[src/hdl/ffha_pkg.sv]
// Shared constants, types and codes for the first-fit heap allocator.
// No dependencies.
package ffha_pkg;

   localparam int HEAP_BYTES    = 4096;
   localparam int HEADER_BYTES  = 24;
   localparam int MAX_BLOCKS    = 128;
   localparam int GRANULE_BYTES = 16;

   localparam int SIZE_W = 12;
   localparam int IDX_W  = 7;
   localparam int CNT_W  = 8;
   localparam int POS_W  = 13;
   localparam int SUM_W  = 13;
   localparam int ENT_W  = SIZE_W + 1;

   localparam logic [SIZE_W-1:0] INIT_SIZE = SIZE_W'(HEAP_BYTES - HEADER_BYTES);
   localparam logic [POS_W-1:0]  HDR      = POS_W'(HEADER_BYTES);
   localparam logic [SIZE_W-1:0] SPLIT_MIN = SIZE_W'(HEADER_BYTES + GRANULE_BYTES);
   localparam logic [POS_W-1:0]  GRAN_M1   = POS_W'(GRANULE_BYTES - 1);
   localparam logic [CNT_W-1:0]  CNT_MAX   = CNT_W'(MAX_BLOCKS);

   localparam logic [1:0] ST_OK      = 2'd0;
   localparam logic [1:0] ST_NULL    = 2'd1;
   localparam logic [1:0] ST_NOFIT   = 2'd2;
   localparam logic [1:0] ST_BADOFF  = 2'd3;

   localparam logic ACT_ALLOC = 1'b0;
   localparam logic ACT_FREE  = 1'b1;

   typedef struct packed {
      logic init;
      logic load;
      logic issue;
      logic process;
      logic flush;
      logic finish;
   } cmd_type;

   typedef struct packed {
      logic scan_end;
   } stat_type;

endpackage

[src/hdl/ffha_ram.sv]
// Generic single-write, single-read RAM with registered read data.
// No dependencies.
module ffha_ram #(
   parameter int WIDTH = 8,
   parameter int DEPTH = 16
) (
   input  logic                     clock,
   input  logic                     wr_en,
   input  logic [$clog2(DEPTH)-1:0] wr_addr,
   input  logic [WIDTH-1:0]         wr_data,
   input  logic [$clog2(DEPTH)-1:0] rd_addr,
   output logic [WIDTH-1:0]         rd_data
);

   logic [WIDTH-1:0] mem [DEPTH];
   logic [WIDTH-1:0] rd_data_ff;

   always_ff @(posedge clock) begin
      if (wr_en) begin
         mem[wr_addr] <= wr_data;
      end
      rd_data_ff <= mem[rd_addr];
   end

   assign rd_data = rd_data_ff;

endmodule

[src/hdl/ffha_ctrl.sv]
// Sequencer for the allocator: init, scan passes, flush and result.
// Depends on ffha_pkg.
module ffha_ctrl (
   input  logic              clock,
   input  logic              reset,
   input  logic              start,
   output logic              busy,
   input  ffha_pkg::stat_type stat,
   output ffha_pkg::cmd_type  cmd
);

   localparam logic [2:0] S_INIT  = 3'd0;
   localparam logic [2:0] S_IDLE  = 3'd1;
   localparam logic [2:0] S_RUN_A = 3'd2;
   localparam logic [2:0] S_RUN_B = 3'd3;
   localparam logic [2:0] S_FLUSH = 3'd4;
   localparam logic [2:0] S_DONE  = 3'd5;

   logic [2:0] state_ff, state_in;

   always_comb begin
      state_in = state_ff;
      cmd      = '0;
      unique case (state_ff)
         S_INIT: begin
            cmd.init = 1'b1;
            state_in = S_IDLE;
         end
         S_IDLE: begin
            if (start) begin
               cmd.load = 1'b1;
               state_in = S_RUN_A;
            end
         end
         S_RUN_A: begin
            cmd.issue = 1'b1;
            state_in  = stat.scan_end ? S_FLUSH : S_RUN_B;
         end
         S_RUN_B: begin
            cmd.process = 1'b1;
            state_in    = S_RUN_A;
         end
         S_FLUSH: begin
            cmd.flush = 1'b1;
            state_in  = S_DONE;
         end
         S_DONE: begin
            cmd.finish = 1'b1;
            state_in   = S_IDLE;
         end
         default: begin
            state_in = S_INIT;
         end
      endcase
   end

   always_ff @(posedge clock) begin
      if (reset) begin
         state_ff <= S_INIT;
      end else begin
         state_ff <= state_in;
      end
   end

   assign busy = (state_ff != S_IDLE);

   a_load_idle: assert property (@(posedge clock) disable iff (reset)
      cmd.load |=> state_ff == S_RUN_A)
      else $error("load did not start scan");
   a_flush_done: assert property (@(posedge clock) disable iff (reset)
      cmd.flush |=> cmd.finish)
      else $error("flush not followed by finish");
   a_proc_after_issue: assert property (@(posedge clock) disable iff (reset)
      cmd.process |-> $past(cmd.issue))
      else $error("process without issue");

endmodule

[src/hdl/ffha_dp.sv]
// Datapath: ping-pong block tables, scan/rewrite pass with split and merge, totals.
// Depends on ffha_pkg and ffha_ram.
module ffha_dp (
   input  logic                          clock,
   input  logic                          reset,
   input  ffha_pkg::cmd_type             cmd,
   output ffha_pkg::stat_type            stat,
   input  logic                          req_action,
   input  logic [11:0]                   req_size,
   input  logic [11:0]                   req_data_offset,
   output logic                          rsp_valid,
   output logic [11:0]                   rsp_result_offset,
   output logic [1:0]                    rsp_status,
   output logic [12:0]                   rsp_free_bytes,
   output logic [12:0]                   rsp_used_bytes,
   output logic [12:0]                   rsp_total_bytes
);

   localparam int SW = ffha_pkg::SIZE_W;
   localparam int PW = ffha_pkg::POS_W;
   localparam int CW = ffha_pkg::CNT_W;
   localparam int UW = ffha_pkg::SUM_W;

   logic          sel_ff;
   logic [CW-1:0] count_ff, rd_idx_ff, wr_idx_ff;
   logic [PW-1:0] pos_ff;
   logic          pend_valid_ff, pend_free_ff;
   logic [SW-1:0] pend_size_ff;
   logic          extra_valid_ff;
   logic [SW-1:0] extra_size_ff;
   logic          taken_ff, found_ff, action_ff, noop_ff;
   logic [SW-1:0] off_ff, target_ff;
   logic [PW-1:0] rounded_ff;
   logic [UW-1:0] fsum_ff, usum_ff;
   logic          rsp_valid_ff;
   logic [11:0]   rsp_off_ff;
   logic [1:0]    rsp_status_ff;
   logic [UW-1:0] rsp_free_ff, rsp_used_ff;

   logic [ffha_pkg::ENT_W-1:0] rd0, rd1, rd_ent, wr_data;
   logic                       wr_en, wr_bank;
   logic [ffha_pkg::IDX_W-1:0] wr_addr;

   logic          e_free, ep_free, take, split, match, do_merge, wr_pend;
   logic [SW-1:0] e_size, ep_size, rest;
   logic [PW+1:0] needed;
   logic [1:0]    status;

   assign rd_ent = sel_ff ? rd1 : rd0;
   assign e_free = rd_ent[SW];
   assign e_size = rd_ent[SW-1:0];

   always_comb begin
      needed  = {2'b0, rounded_ff} + (PW+2)'(ffha_pkg::HEADER_BYTES);
      take    = !noop_ff && (action_ff == ffha_pkg::ACT_ALLOC) && !taken_ff && e_free &&
                ({{(PW+2-SW){1'b0}}, e_size} >= needed);
      rest    = e_size - needed[SW-1:0];
      split   = take && (rest > ffha_pkg::SPLIT_MIN) && (count_ff < ffha_pkg::CNT_MAX);
      match   = !noop_ff && (action_ff == ffha_pkg::ACT_FREE) && !found_ff &&
                (({1'b0, pos_ff} + {1'b0, ffha_pkg::HDR}) == {2'b0, target_ff});
      ep_free = take ? 1'b0 : (match ? 1'b1 : e_free);
      ep_size = split ? rounded_ff[SW-1:0] : e_size;
      do_merge = !split && pend_valid_ff && pend_free_ff && ep_free;
      wr_pend  = ((cmd.process && !do_merge) || cmd.flush) && pend_valid_ff;
   end

   always_comb begin
      wr_en   = 1'b0;
      wr_data = {pend_free_ff, pend_size_ff};
      wr_bank = !sel_ff;
      wr_addr = wr_idx_ff[ffha_pkg::IDX_W-1:0];
      priority if (cmd.init) begin
         wr_en   = 1'b1;
         wr_bank = sel_ff;
         wr_addr = '0;
         wr_data = {1'b1, ffha_pkg::INIT_SIZE};
      end else if (cmd.issue) begin
         wr_en   = extra_valid_ff;
         wr_data = {1'b0, extra_size_ff};
      end else if (wr_pend) begin
         wr_en = 1'b1;
      end
   end

   ffha_ram #(.WIDTH(ffha_pkg::ENT_W), .DEPTH(ffha_pkg::MAX_BLOCKS)) u_bank0 (
      .clock(clock), .wr_en(wr_en && !wr_bank), .wr_addr(wr_addr), .wr_data(wr_data),
      .rd_addr(rd_idx_ff[ffha_pkg::IDX_W-1:0]), .rd_data(rd0));

   ffha_ram #(.WIDTH(ffha_pkg::ENT_W), .DEPTH(ffha_pkg::MAX_BLOCKS)) u_bank1 (
      .clock(clock), .wr_en(wr_en && wr_bank), .wr_addr(wr_addr), .wr_data(wr_data),
      .rd_addr(rd_idx_ff[ffha_pkg::IDX_W-1:0]), .rd_data(rd1));

   always_comb begin
      priority if (noop_ff) begin
         status = ffha_pkg::ST_NULL;
      end else if (action_ff == ffha_pkg::ACT_ALLOC) begin
         status = taken_ff ? ffha_pkg::ST_OK : ffha_pkg::ST_NOFIT;
      end else begin
         status = found_ff ? ffha_pkg::ST_OK : ffha_pkg::ST_BADOFF;
      end
   end

   always_ff @(posedge clock) begin
      if (reset) begin
         sel_ff       <= 1'b0;
         count_ff     <= CW'(1);
         rd_idx_ff    <= '0;
         wr_idx_ff    <= '0;
         taken_ff     <= 1'b0;
         found_ff     <= 1'b0;
         rsp_valid_ff <= 1'b0;
         pend_valid_ff  <= 1'b0;
         extra_valid_ff <= 1'b0;
      end else begin
         rsp_valid_ff <= 1'b0;
         if (cmd.load) begin
            action_ff  <= req_action;
            rounded_ff <= ({1'b0, req_size} + ffha_pkg::GRAN_M1) & ~ffha_pkg::GRAN_M1;
            target_ff  <= req_data_offset;
            noop_ff    <= req_action ? (req_data_offset == '0) : (req_size == '0);
            rd_idx_ff  <= '0;
            wr_idx_ff  <= '0;
            pos_ff     <= '0;
            pend_valid_ff  <= 1'b0;
            extra_valid_ff <= 1'b0;
            taken_ff   <= 1'b0;
            found_ff   <= 1'b0;
            off_ff     <= '0;
            fsum_ff    <= '0;
            usum_ff    <= '0;
         end
         if (cmd.issue && extra_valid_ff) begin
            extra_valid_ff <= 1'b0;
            wr_idx_ff      <= wr_idx_ff + CW'(1);
            usum_ff        <= usum_ff + UW'(extra_size_ff);
         end
         if (wr_pend) begin
            wr_idx_ff <= wr_idx_ff + CW'(1);
            if (pend_free_ff) begin
               fsum_ff <= fsum_ff + UW'(pend_size_ff);
            end else begin
               usum_ff <= usum_ff + UW'(pend_size_ff);
            end
         end
         if (cmd.process) begin
            rd_idx_ff <= rd_idx_ff + CW'(1);
            pos_ff    <= pos_ff + ffha_pkg::HDR + PW'(e_size);
            taken_ff  <= taken_ff || take;
            found_ff  <= found_ff || match;
            if (take) begin
               off_ff <= SW'(pos_ff + ffha_pkg::HDR);
            end
            pend_valid_ff <= 1'b1;
            if (split) begin
               extra_valid_ff <= 1'b1;
               extra_size_ff  <= ep_size;
               pend_free_ff   <= 1'b1;
               pend_size_ff   <= rest;
            end else if (do_merge) begin
               pend_size_ff <= pend_size_ff + SW'(ffha_pkg::HEADER_BYTES) + ep_size;
            end else begin
               pend_free_ff <= ep_free;
               pend_size_ff <= ep_size;
            end
         end
         if (cmd.flush) begin
            pend_valid_ff <= 1'b0;
         end
         if (cmd.finish) begin
            sel_ff        <= !sel_ff;
            count_ff      <= wr_idx_ff;
            rsp_valid_ff  <= 1'b1;
            rsp_off_ff    <= off_ff;
            rsp_status_ff <= status;
            rsp_free_ff   <= fsum_ff;
            rsp_used_ff   <= usum_ff;
         end
      end
   end

   assign stat.scan_end     = (rd_idx_ff == count_ff);
   assign rsp_valid         = rsp_valid_ff;
   assign rsp_result_offset = rsp_off_ff;
   assign rsp_status        = rsp_status_ff;
   assign rsp_free_bytes    = rsp_free_ff;
   assign rsp_used_bytes    = rsp_used_ff;
   assign rsp_total_bytes   = rsp_free_ff + rsp_used_ff;

   a_count_range: assert property (@(posedge clock) disable iff (reset)
      count_ff != '0 && count_ff <= ffha_pkg::CNT_MAX)
      else $error("block count out of range");
   a_wr_bound: assert property (@(posedge clock) disable iff (reset)
      {1'b0, wr_idx_ff} <= {1'b0, rd_idx_ff} + (CW+1)'(1))
      else $error("write index ran ahead of read index");
   a_one_hit: assert property (@(posedge clock) disable iff (reset)
      !(taken_ff && found_ff))
      else $error("allocate and free hit in one transaction");

endmodule

[src/hdl/first_fit_heap_allocator.sv]
// Top level of the first-fit heap allocator with coalescing.
// Depends on ffha_pkg, ffha_ctrl, ffha_dp (and ffha_ram through ffha_dp).
//
//  channel   handshake         payload
//  request   start / busy      req_action, req_size, req_data_offset
//  response  rsp_valid strobe  rsp_result_offset, rsp_status, rsp_*_bytes
//
// Each transaction makes one pass over the block table, reading each entry from
// RAM (issue state) and then processing it, plus load, flush and result steps.
// After reset the S_INIT state seeds the table.
// Reset is synchronous. rsp_valid pulses one cycle; the receiver cannot stall.
module first_fit_heap_allocator (
   input  logic        clock,
   input  logic        reset,
   input  logic        start,
   output logic        busy,
   input  logic        req_action,
   input  logic [11:0] req_size,
   input  logic [11:0] req_data_offset,
   output logic        rsp_valid,
   output logic [11:0] rsp_result_offset,
   output logic [1:0]  rsp_status,
   output logic [12:0] rsp_free_bytes,
   output logic [12:0] rsp_used_bytes,
   output logic [12:0] rsp_total_bytes
);

   ffha_pkg::cmd_type  cmd;
   ffha_pkg::stat_type stat;

   ffha_ctrl u_ctrl (
      .clock(clock), .reset(reset), .start(start), .busy(busy),
      .stat(stat), .cmd(cmd));

   ffha_dp u_dp (
      .clock(clock), .reset(reset), .cmd(cmd), .stat(stat),
      .req_action(req_action), .req_size(req_size), .req_data_offset(req_data_offset),
      .rsp_valid(rsp_valid), .rsp_result_offset(rsp_result_offset),
      .rsp_status(rsp_status), .rsp_free_bytes(rsp_free_bytes),
      .rsp_used_bytes(rsp_used_bytes), .rsp_total_bytes(rsp_total_bytes));

endmodule
[config.mk]
export PLATFORM = sky130hd
export DESIGN_NAME = first_fit_heap_allocator
export DESIGN_NICKNAME = d
export VERILOG_FILES = /design/src/hdl/ffha_pkg.sv /design/src/hdl/ffha_ram.sv /design/src/hdl/ffha_ctrl.sv /design/src/hdl/ffha_dp.sv /design/src/hdl/first_fit_heap_allocator.sv
export SDC_FILE = /design/constraint.sdc
export NUM_CORES = 2
export LEC_CHECK = 0
export BUFFER_PORTS_ARGS = -buffer_cell sky130_fd_sc_hd__buf_2
export CORE_MARGIN = 4
export CORE_UTILIZATION = 41
export CTS_BUF_LIST = sky130_fd_sc_hd__clkbuf_8
export CTS_CLUSTER_SIZE = 8
export DETAILED_ROUTE_END_ITERATION = 8
export PLACE_DENSITY = 0.61
export SKIP_CTS_REPAIR_TIMING = 1
export SLEW_MARGIN = 10
export SYNTH_ARGS = -nofsm -noshare
export SYNTH_HDL_FRONTEND = slang
export SYNTH_SLANG_ARGS = --single-unit
export TNS_END_PERCENT = 30
[constraint.sdc]
create_clock -name clock -period 19.95 [get_ports clock]
set_input_delay 0.9975 -clock clock [delete_from_list [all_inputs] [get_ports clock]]
set_output_delay 0.9975 -clock clock [all_outputs]
set_load 0.005 [all_outputs]
---- Word level (Yosys, flattened, before mapping) ----
Memories as Yosys holds them, arrays and structs flattened. A register that Yosys moved wholly into a read port is not among the register bits.
Index checks and enable logic that the tools add are counted.
word-level totals
  bits in registers ....................... 172
  memories kept ........................... 2
  word-level logic and storage cells ...... 153
  memory bits (writable) .................. 3328
  bits of input ports ..................... 28
memory list
  memory            depth  width  read ports  clocked after Yosys merged registers in  wr ports  RTL line        source
  u_dp.u_bank0.mem  128    13     1           1                                        1         ffha_ram.sv:15  logic [WIDTH-1:0] mem [DEPTH];
  u_dp.u_bank1.mem  128    13     1           1                                        1         ffha_ram.sv:15
cells by class
  magnitude comparators ................... 3
  $add $sub $neg .......................... 14
  eq/ne operators ......................... 10
  mux-type cells .......................... 57
  bitwise gates (word level) .............. 2
  reductions and logical operators ........ 40
operators with widths
  operator               number
  $mux 13                12
  $mux 12                6
  $add 13x12->13         4
  $mux 8                 4
  $add 13x5->14 const B  2
  $mux 1                 28
  $logic_not 12->1       2
  $logic_and 1x1->1      17
  $add 8x1->8 const B    2
  $ge 12x15->1           1
  $pmux 3 s5             1
  $eq 14x12->1           1
  $add 12x4->13 const B  1
  $add 13x13->13         1
  $add 13x5->13 const B  1
  $add 12x12->12         1
  $add 12x5->12 const B  1
  $gt 12x6->1 const B    1
  $sub 12x12->12         1
  $eq 8x8->1             1
  $lt 8x8->1 const B     1
  $reduce_and 2->1       4
  $logic_not 1->1        7
  $mux 7                 1
  15 further kinds       25

---- Longest topological paths before layout ----
  word-level depth ........................ 21
  depth in mapped cells ................... 26
  gate-level depth less buffers ........... 24

---- Hierarchy ----
Synthesis repeated with hierarchy kept, for this count alone.
second synthesis, totals
  cells, all modules ...................... 6269
  area total of the unflattened synthesis .. 139642.7 µm²
by module, submodules not included
  module     cells each  instances  area an instance (µm²)  seq. area each (µm²)
  ffha_ram   2542        2          63952.6                 50228.2
  ffha_dp    1162        1          11542.3                 4774.6
  ffha_ctrl  23          1          195.2                   60.1

---- Least setup slack after synthesis ----
OpenSTA, ideal clock, no wires.
  path type ............................... reg-to-reg
  start point ............................. reg u_ctrl.state_ff[0]
  end point ............................... mem u_dp.u_bank0.mem[0][1] (netlist name) (data pin)
  setup time .............................. 2.189 ns
  data arrival time ....................... 10.809 ns
  slack ................................... 6.953 ns
  clock period less this slack ............ 12.997 ns
  required time ........................... 17.761 ns
  cell stages (with the launch flop) ...... 5
  cells stage by stage .................... dfxtp_1 -> clkbuf_1 -> nor2_1 -> clkbuf_1 -> o21ai_0
on the way
  cells in the longest elaborated chain, start to end .. 4
  elaborated cells between the ends (all ways) .. 6
  those cells by class .................... 1 x eq/ne; 4 x mux; 1 x reduce/logical
RTL lines
  what                         RTL line         source
  from (decl)                  ffha_ctrl.sv:19  logic [2:0] state_ff, state_in;
  from (signal assigned)       ffha_ctrl.sv:61  state_ff <= state_in;
  $eq 3x2->1                   ffha_ctrl.sv:24  unique case (state_ff)
  $mux 1                       ffha_ctrl.sv:24
  $mux 13                      ffha_dp.sv:77    end else if (cmd.issue) begin
  $mux 13 *                    ffha_dp.sv:72    priority if (cmd.init) begin
  net u_dp.u_bank0.wr_data[1]  ffha_ram.sv:10   input logic [WIDTH-1:0] wr_data,
  to (decl)                    ffha_ram.sv:15
The timed path passes the listed nets; every way through them passes the cells marked *.

---- Worst setup path in the final report ----
  start point ............................. reg u_dp.sel_ff
  end point ............................... reg u_dp.pend_size_ff[11] (data pin)
on the way
  elaborated cells between the ends (all ways) .. 18
  those cells by class .................... 2 x add/sub; 2 x order compare; 6 x mux; 8 x reduce/logical
RTL lines
  what                                              RTL line                      source
  from (decl)                                       ffha_dp.sv:24                 logic sel_ff;
  from (signal assigned)                            ffha_dp.sv:170                sel_ff <= !sel_ff;
  $mux 13 *                                         ffha_dp.sv:49                 assign rd_ent = sel_ff ? rd1 : rd0;
  $sub 12x12->12 (tied with other cells)            ffha_dp.sv:57                 rest = e_size - needed[SW-1:0];
  $gt 12x6->1 or $logic_and 1x1->1 (tied branches)  ffha_dp.sv:58, ffha_dp.sv:55
  $logic_and 1x1->1 (2 in series)                   ffha_dp.sv:58                 split = take && (rest > ffha_pkg::SPLIT_MIN) && (count_ff < ffha_pkg::CNT_MAX);
  $mux 12 *                                         ffha_dp.sv:62                 ep_size = split ? rounded_ff[SW-1:0] : e_size;
  net u_dp.ep_size[10]                              ffha_dp.sv:45                 logic [SW-1:0] e_size, ep_size, rest;
  $add 12x12->12 *                                  ffha_dp.sv:160                pend_size_ff <= pend_size_ff + SW'(ffha_pkg::HEADER_BYTES) + ep_size;
  $mux 12 *                                         ffha_dp.sv:159                end else if (do_merge) begin
  $mux 12 *                                         ffha_dp.sv:154                if (split) begin
  to (signal assigned)                              ffha_dp.sv:158                pend_size_ff <= rest;
  to (signal assigned)                              ffha_dp.sv:160
  to (signal assigned)                              ffha_dp.sv:163                pend_size_ff <= ep_size;
  to (decl)                                         ffha_dp.sv:28                 logic [SW-1:0] pend_size_ff;
Marked as above.
A chain may end at the register's enable or synchronous reset.

==> impl_metrics.json <==
{
  "timing.final.crit_share": 0.3086,
  "count_of_h_tree_levels_built_during_cts": 6,
  "tightest_slew_ns": 1.315,
  "setup_violations": 0,
  "hold_violations": 0,
  "synth_compound_gate_area_share": 0.01350,
  "timing.max_cap.violations": 0,
  "endpoint_kind": "flip-flop",
  "layout-drive-gt1-share": 0.3198,
  "total_count_of_max_transition_violations_in_the_final_report": 0,
  "seq_area_frac_synth": 0.7550,
  "cts.sink_count": 3526,
  "die_area_um2": 349500,
  "syn-mean-instance-area_um2": 22.37,
  "skew_ns": 0.1143,
  "crit_required_ns": 20.88,
  "grt_first_pass_wirelength_um": 496100,
  "irDropWorstVdd_mv": 0.06691,
  "insertion_delay_ns": 1.20,
  "crit_path_max_incr_delay_ns": 0.50,
  "cp.depth": 20,
  "syn_inst": 6233,
  "die_extent_in_x_um": 591.2,
  "worstHoldPathCells": 2,
  "min-delay-start": "req_size[11]",
  "syn-num-nets": 6362,
  "dp_hpwl_um": 203600,
  "finalWeightedCongestion": 0.8601,
  "critical_path.reg2reg.startpoint": "u_dp.sel_ff$_SDFFE_PP0P_",
  "number_of_top_level_design_ports": 83,
  "synth_edf_count": 3467,
  "fmax_ghz": 0.1624,
  "synth-main-ff-cell": "sky130_fd_sc_hd__edfxtp_1",
  "area_growth_syn_to_layout_pct": 12.61,
  "asyncSetResetFlopFracSynth": 0,
  "status": "completed",
  "synth_simple_gate_area_share": 0.02190,
  "via_count_of_the_first_global_routing_pass": 68000,
  "p_leak_nw": 48.11,
  "cp_max_fo": 24,
  "reg2regPathDepth": 20,
  "drt_pre_antenna_iters": 6,
  "initial_utilization": 0.4130,
  "grt_antenna_before_repair": 23,
  "total_power_mw": 14.58,
  "synth.yosys.warnings": 0,
  "drt-initial-drc-count": 7890,
  "share_of_the_synthesized_area_in_the_top_cell_type": 0.7465,
  "drt_wl_total_um": 343800,
  "cp.buffers_inverters": 3,
  "clk_root_buffer_cell": "sky130_fd_sc_hd__clkbuf_8",
  "min_period_ns": 6.156,
  "hold_class": "input port to flip-flop",
  "synth.mux.area_fraction": 0.1818,
  "wl_per_cell_um": 29.17,
  "synth.most_common_cell": "sky130_fd_sc_hd__edfxtp_1",
  "globalRouteTotalUtil": 0.1942,
  "via_per_inst": 5.737,
  "yosys.area.top_type": "sky130_fd_sc_hd__edfxtp_1",
  "gate_family_responsible_for_the_most_delay_along_the_worst_path": "compound AO/OA/AOI/OAI gates",
  "synthTopCellsByArea": "sky130_fd_sc_hd__edfxtp_1 75%, sky130_fd_sc_hd__mux4_2 18%, sky130_fd_sc_hd__nor2_1 0.93%, sky130_fd_sc_hd__dfxtp_1 0.85%, sky130_fd_sc_hd__ha_1 0.84%",
  "floorplan.die.height_um": 591.2,
  "cts.reportedPaths.clkPinSlew_ns": 0.06,
  "ctsLongestPathBuffers": 4,
  "rsz0062_at_grt": "no",
  "largest_net_degree_at_the_start_of_global_routing": 233,
  "pwr_density_cell_nw_per_um2": 92.86,
  "worstPathArrival_ns": 7.08,
  "rows": 213,
  "cts_made_buffers": 573,
  "synth_adder_area_share": 0.009438,
  "drtAntennaViolNets": 0,
  "worstSetupStartpoint": "u_dp.sel_ff$_SDFFE_PP0P_",
  "numPortBuffers": 82,
  "synth_top_family_by_area": "multiplexers",
  "xor_xnor_cell_area_share_of_the_yosys_netlist": 0.006451,
  "mappedNetlistArea_um2": 139500,
  "detail_route.drc_violations": 0,
  "synthDistinctLibCells": 78,
  "postSynthRegisterBits": 3526,
  "synth.cells.most_frequent": "3,467 x sky130_fd_sc_hd__edfxtp_1, 1,092 x sky130_fd_sc_hd__mux4_2, 345 x sky130_fd_sc_hd__nor2_1",
  "vias": 67610,
  "max_slew_margin": 0.1221,
  "core_area_um2": 337700,
  "clock_tree_from_tritoncts": "done",
  "timing.setup.tns_ns": 0,
  "grt_overflow_total": 0,
  "list_of_cells_traversed_by_the_critical_path": "buf_4 > mux2i_1 > inv_1 > fa_1 > nand3_1 > a21oi_1 > o31ai_1 > a221o_1 > or2_1 > a41o_1 > buf_4 > mux2_1 > ha_1 > ha_1 > and3_1 > a2111oi_0 > o211ai_1 > nor3_1 > xor2_1 > a22o_1",
  "nets": 6983,
  "worst-setup-path-type": "flip-flop to flip-flop",
  "worst_setup_path_start_kind": "flip-flop",
  "slowest_stage": "sky130_fd_sc_hd__fa_1"
}
[per-stage QoR]
stage	util	std cells	setup slack (ns)	cell area, um^2	hold WS [ns]
2_1_floorplan	-	6233	6.953	139500	0.4174
3_3_place_gp	0.4347	10780	13.68	146800	0.4387
3_5_place_dp	0.4347	10780	13.61	146800	0.4449
4_1_cts	0.4645	11760	13.58	156800	-0.1323
5_1_grt	0.4651	11780	13.35	157000	0.1057
6_report	0.4651	11790	13.79	157100	0.1774
[area by class of cell]
type,count,area [um^2]
antenna,11,27.53
clock buffer,589,8107
clock inverter,392,1946
fill,27660,180600
inverter,64,240.2
multi-input combinational,2313,33010
sequential,3526,105300
tap,4515,5649
timing repair buffer,376,2758
[metal layers]
| layer | wire (um) | part of all wire | global-route usage |
|---|---|---|---|
| met1 | 144400 | 0.42 | 0.2832 |
| met2 | 162000 | 0.47 | 0.3018 |
| met3 | 27450 | 0.080 | 0.03439 |
| met4 | 9926 | 0.029 | 0.05716 |
| met5 | 0 | 0 | 0 |
[report_power, final]
| part | total (mW) | internal (mW) | switching [mW] |
|---|---|---|---|
| Sequential | 8.26 | 8.23 | 0.0264 |
| Combinational | 0.701 | 0.239 | 0.461 |
| Clock | 5.63 | 2.80 | 2.83 |
[cells by family after synthesis]
group,Yosys count
flip-flops,3526
multiplexers,1162
AND/OR/NAND/NOR,678
buffers and inverters,394
AO/OA/AOI/OAI,271
XOR/XNOR,101
adder cells (fa/ha/maj),101
[flip-flops by register name, indices dropped and copies added (netlist names), 12 cells and up]
register	flops
u_dp.u_bank1.mem	1664
u_dp.rsp_result_offset	12
u_dp.rsp_used_bytes	13
u_dp.usum_ff	13
u_dp.off_ff	12
u_dp.pos_ff	13
u_dp.u_bank0.mem	1664
u_dp.fsum_ff	13
u_dp.pend_size_ff	12
u_dp.extra_size_ff	12
u_dp.target_ff	12
u_dp.u_bank1.rd_data	13
u_dp.rsp_free_bytes	13
u_dp.u_bank0.rd_data	13
[cells in the final DEF, fill, tap and decap left out, types with 9 or more instances in the layout]
master | Yosys | final
sky130_fd_sc_hd__o21ai_0 | 61 | 58
sky130_fd_sc_hd__buf_2 | 102 | 82
sky130_fd_sc_hd__a211oi_1 | 11 | 11
sky130_fd_sc_hd__dlygate4sd3_1 | 0 | 13
sky130_fd_sc_hd__ha_1 | 94 | 94
sky130_fd_sc_hd__dfxtp_1 | 59 | 53
sky130_fd_sc_hd__buf_4 | 2 | 273
sky130_fd_sc_hd__clkinvlp_4 | 0 | 16
sky130_fd_sc_hd__and3_1 | 17 | 16
sky130_fd_sc_hd__diode_2 | 0 | 11
sky130_fd_sc_hd__nand3_1 | 65 | 65
sky130_fd_sc_hd__nor3_1 | 42 | 40
sky130_fd_sc_hd__a21o_1 | 15 | 15
sky130_fd_sc_hd__mux2_2 | 43 | 43
sky130_fd_sc_hd__clkbuf_8 | 0 | 589
sky130_fd_sc_hd__edfxtp_1 | 3467 | 3467
sky130_fd_sc_hd__a21oi_1 | 71 | 70
sky130_fd_sc_hd__xnor2_1 | 51 | 51
sky130_fd_sc_hd__nor2_1 | 345 | 244
sky130_fd_sc_hd__nor4_1 | 10 | 10
sky130_fd_sc_hd__clkinv_1 | 0 | 80
sky130_fd_sc_hd__nand4_1 | 18 | 18
sky130_fd_sc_hd__or3_1 | 18 | 18
sky130_fd_sc_hd__nor2_2 | 0 | 99
sky130_fd_sc_hd__clkinv_2 | 0 | 15
sky130_fd_sc_hd__inv_8 | 0 | 12
sky130_fd_sc_hd__mux2i_1 | 26 | 25
sky130_fd_sc_hd__nand2_1 | 90 | 87
sky130_fd_sc_hd__mux4_2 | 1092 | 1092
sky130_fd_sc_hd__nand2b_1 | 12 | 12
sky130_fd_sc_hd__or2_2 | 10 | 10
sky130_fd_sc_hd__xor2_1 | 49 | 49
sky130_fd_sc_hd__a221oi_1 | 9 | 9
sky130_fd_sc_hd__inv_1 | 63 | 303
sky130_fd_sc_hd__inv_6 | 0 | 14
sky130_fd_sc_hd__nor2b_1 | 24 | 24
[path summary, 6_finish.rpt]
check,to,slack [ns]
worst max-delay path,u_dp.pend_size_ff[11]$_DFFE_PP_,13.79
worst min-delay path,u_dp.rounded_ff[11]$_DFFE_PP_,0.18
worst max register to register,u_dp.pend_size_ff[11]$_DFFE_PP_,13.79
worst min register to register,u_dp.rsp_result_offset[0]$_DFFE_PP_,0.46
No activity file was read; power rests on OpenSTA's default activity.
